[src/design/lzti_ram.sv]
// Generic single-write, single-read RAM with registered read data.
`timescale 1ns / 1ps
`default_nettype none

module lzti_ram #(
    parameter int WIDTH = 8,
    parameter int DEPTH = 16
) (
    input  wire logic                     clk,
    input  wire logic                     we,
    input  wire logic [$clog2(DEPTH)-1:0] waddr,
    input  wire logic [WIDTH-1:0]         wdata,
    input  wire logic [$clog2(DEPTH)-1:0] raddr,
    output logic      [WIDTH-1:0]         rdata
);

    logic [WIDTH-1:0] mem [DEPTH];

    always_ff @(posedge clk)
    begin
        if (we)
        begin
            mem[waddr] <= wdata;
        end
        rdata <= mem[raddr];
    end

endmodule

`default_nettype wire

[config.mk]
export PLATFORM = sky130hd
export DESIGN_NAME = lzti_ram
export DESIGN_NICKNAME = d
export VERILOG_FILES = /design/src/design/lzti_ram.sv
export SDC_FILE = /design/constraint.sdc
export NUM_CORES = 1
export LEC_CHECK = 0
export ABC_CLOCK_PERIOD_IN_PS = 2140
export BUFFER_PORTS_ARGS = -buffer_cell sky130_fd_sc_hd__buf_2
export CAP_MARGIN = 20
export CORE_ASPECT_RATIO = 1.2
export CORE_MARGIN = 5
export CORE_UTILIZATION = 50
export CTS_BUF_LIST = sky130_fd_sc_hd__clkbuf_16
export CTS_CLUSTER_DIAMETER = 80
export DETAILED_ROUTE_END_ITERATION = 8
export HOLD_SLACK_MARGIN = 0.06
export PLACE_DENSITY = 0.67
export SYNTH_ARGS = -nofsm -noshare
export SYNTH_HDL_FRONTEND = slang
export SYNTH_SLANG_ARGS = --single-unit
[constraint.sdc]
create_clock -name clk -period 2.14 [get_ports clk]
set_clock_uncertainty 0.05 [all_clocks]
set_input_delay 0.321 -clock clk [delete_from_list [all_inputs] [get_ports clk]]
set_output_delay 0.321 -clock clk [all_outputs]
set_load 0.03 [all_outputs]
==> impl_metrics.toml <==
[synth]
synth.distinct_cells = 19
yosysWarningCount = 0
synth_area_leaders = "edfxtp_1, mux4_2, mux4_1, dfxtp_1, a22oi_1"
synth_compound_area_frac = 0.0233
synth_area_mm2 = 0.00515
yosys.area.top_type = "edfxtp_1"
yosysSeqAreaShare = 0.778
synth_seq_cells = 136
avgSynthCellArea_um2 = 22.5
synthArstFlopShare = 0
yosysTopAreaCellShare = 0.747
synth_fa_ha_area_frac = 0
synthesis.instances = 229
syn_nets = 247
synthMuxAreaShare = 0.150
synth_xor_xnor_area_share = 0
synth_top_family_by_area = "multiplexers"
synthFlopType = "edfxtp_1"
synth-simple-area-share = 0.0318
synth-edff-count = 128

[grt]
gr-total-overflow = 0
grt_pass1_wl_um = 14200
grt_pass1_vias = 2545
antenna_found_initial = 0
grt_use_total = 0.163
grt_start_max_net_pins = 25

[detailed_routing]
viasPerCell = 5.74
drcViolationCount = 0
ant_nets = 0
drt_iter0_markers = 185
vias = 2430
firstDrtPassIters = 4
routed_wirelength_um = 9190
routedWlPerCell_um = 21.7

[timing]
finalCritPeriodShare = 0.678
max_freq_ghz = 0.689
min_period_ns = 1.45
rsz0062_at_grt = "false"
max_slew_margin = 0.693
tns_ns = 0
worstMarginPinSlew_ns = 0.460
hold_viol = 0
setup_viol = 0
drv_slew = 0

[power]
pwr-share-comb = 0.050
powerDensity_mw_per_mm2 = 1000
clkPwrFrac = 0.461
p_leak_nw = 2.10
p_int_mw = 4.91
switchingPower_mw = 1.21
max-vdd-ir-drop_v = 0.000583
swShare = 0.198
power_frac_seq = 0.489

[placed_design]
post-dp-hpwl_um = 5930
io_buffer_count = 25
gp_congestion = 0.710
dp_cells = 391

[clock_tree]
cts_buffer_depth = 2
cts_setup_buffers = 0
cts_inserted_buffers = 17
cts_root_buf = "clkbuf_16"
ctsHtreeMaxLevel = 4
clock-sinks = 136
clk_latency_ns = 0.40
cts_tree = "built"
cts_resized = 0
clkSlewWorstSetupHoldPaths_ns = 0.06
holdBufCountCts = 0

[final_layout]
areaGrowthSynthToFinish_pct = 18.8
final_common_cell = "edfxtp_1"
fin_nets = 302
final_cells = 423
antennaDiodeCount = 0
finish.utilization = 0.608
layout-drive-gt1-share = 0.320
final_cell_mix = "edfxtp_1, buf_2, buf_4"

[critical_path]
critPathBufInv = 2
crit_chain = "buf_2 > buf_4 > mux4_1 > a22oi_1 > nand2_1"
max_stage_delay_ns = 0.57
critPathSlowestCell = "mux4_1"
path_delay_family = "multiplexers"
crit_path_end_kind = "flip-flop"
reg2reg_setup_slack_ns = 0.71
worstPathMaxFanout = 11
criticalPathCategory = "input port to flip-flop"
critPathRequiredTime_ns = 2.38
arrival_ns = 1.69
critPathLaunchType = "input port"

[die]
die_h_um = 121
dieArea_mm2 = 0.0124
rows = 40
design.core.area_mm2 = 0.0101
io_pins = 26
die_x_um = 103
start_util = 0.512

[job]
cap_violations = 0

[run_status]
status = "completed"

[min_path]
min_path_type = "input port to flip-flop"
-- power by group through the flow --
| stage | Sequential (mW) | Combinational [mW] | Clock, mW |
|---|---|---|---|
| 4_1_cts | 3.00 | 0.312 | 2.87 |
| 2_1_floorplan | 3.08 | 0.151 | 0 |
| 3_3_place_gp | 3.05 | 0.303 | 0 |
| 5_1_grt | 3.00 | 0.331 | 3.01 |
| 6_report | 3.00 | 0.305 | 2.82 |
| 3_5_place_dp | 3.05 | 0.311 | 0 |
-- kinds of logic after synthesis --
group / Yosys count
AOI/OAI and AO/OA: 16
buffers and inverters: 10
DFF: 136
muxes: 32
and+or+nand+nor: 35
-- cell usage after synthesis, drive strengths merged (2+ instances only) --
cell type and n:
nor3 4, dfxtp 8, nor2 13, mux4 32, buf 7, clkdlybuf4s25 3, edfxtp 128, nand3b 2
nand2 9, a22oi 16, nand2b 2
-- routing by layer --
metal  vias up  part of all wire  global-route usage
li1       1083                 -                   -
met1      1257              0.41               0.215
met2        80              0.51               0.254
met3        10             0.064              0.0495
met4         0             0.011              0.0640
met5         -                 0                   0
-- layout make-up --
cell class / instances / area [um^2]
Clock buffer: 17 / 425
Clock inverter: 15 / 161
Fill cell: 695 / 3950
Multi-Input combinational cell: 83 / 1060
Sequential cell: 136 / 4000
Tap cell: 126 / 158
Timing Repair Buffer: 46 / 308
-- registers in the layout, summed over array words and instances (netlist names) --
signal and cells:
mem 128, rdata 8
-- final timing paths --
kind,to,start,depth (start not counted)
worst min register to register,rdata[5],mem[15][5],3
worst max register to register,rdata[4],mem[9][4],3
worst min-delay path,mem[6][6],wdata[6],1
worst max-delay path,rdata[3],raddr[0],5
-- per-stage QoR --
step / hold WS, ns / instance area (um^2) / worst slack (ns) / power [mW]
4_1_cts: 0.232 / 6110 / 0.653 / 6.17
2_1_floorplan: 0.370 / 5150 / 0.276 / 3.23
5_1_grt: 0.240 / 6110 / 0.562 / 6.34
6_report: 0.242 / 6110 / 0.688 / 6.12
3_3_place_gp: 0.601 / 5530 / 0.250 / 3.35
3_5_place_dp: 0.609 / 5530 / 0.226 / 3.36
Power figures use the tool's default switching activity.
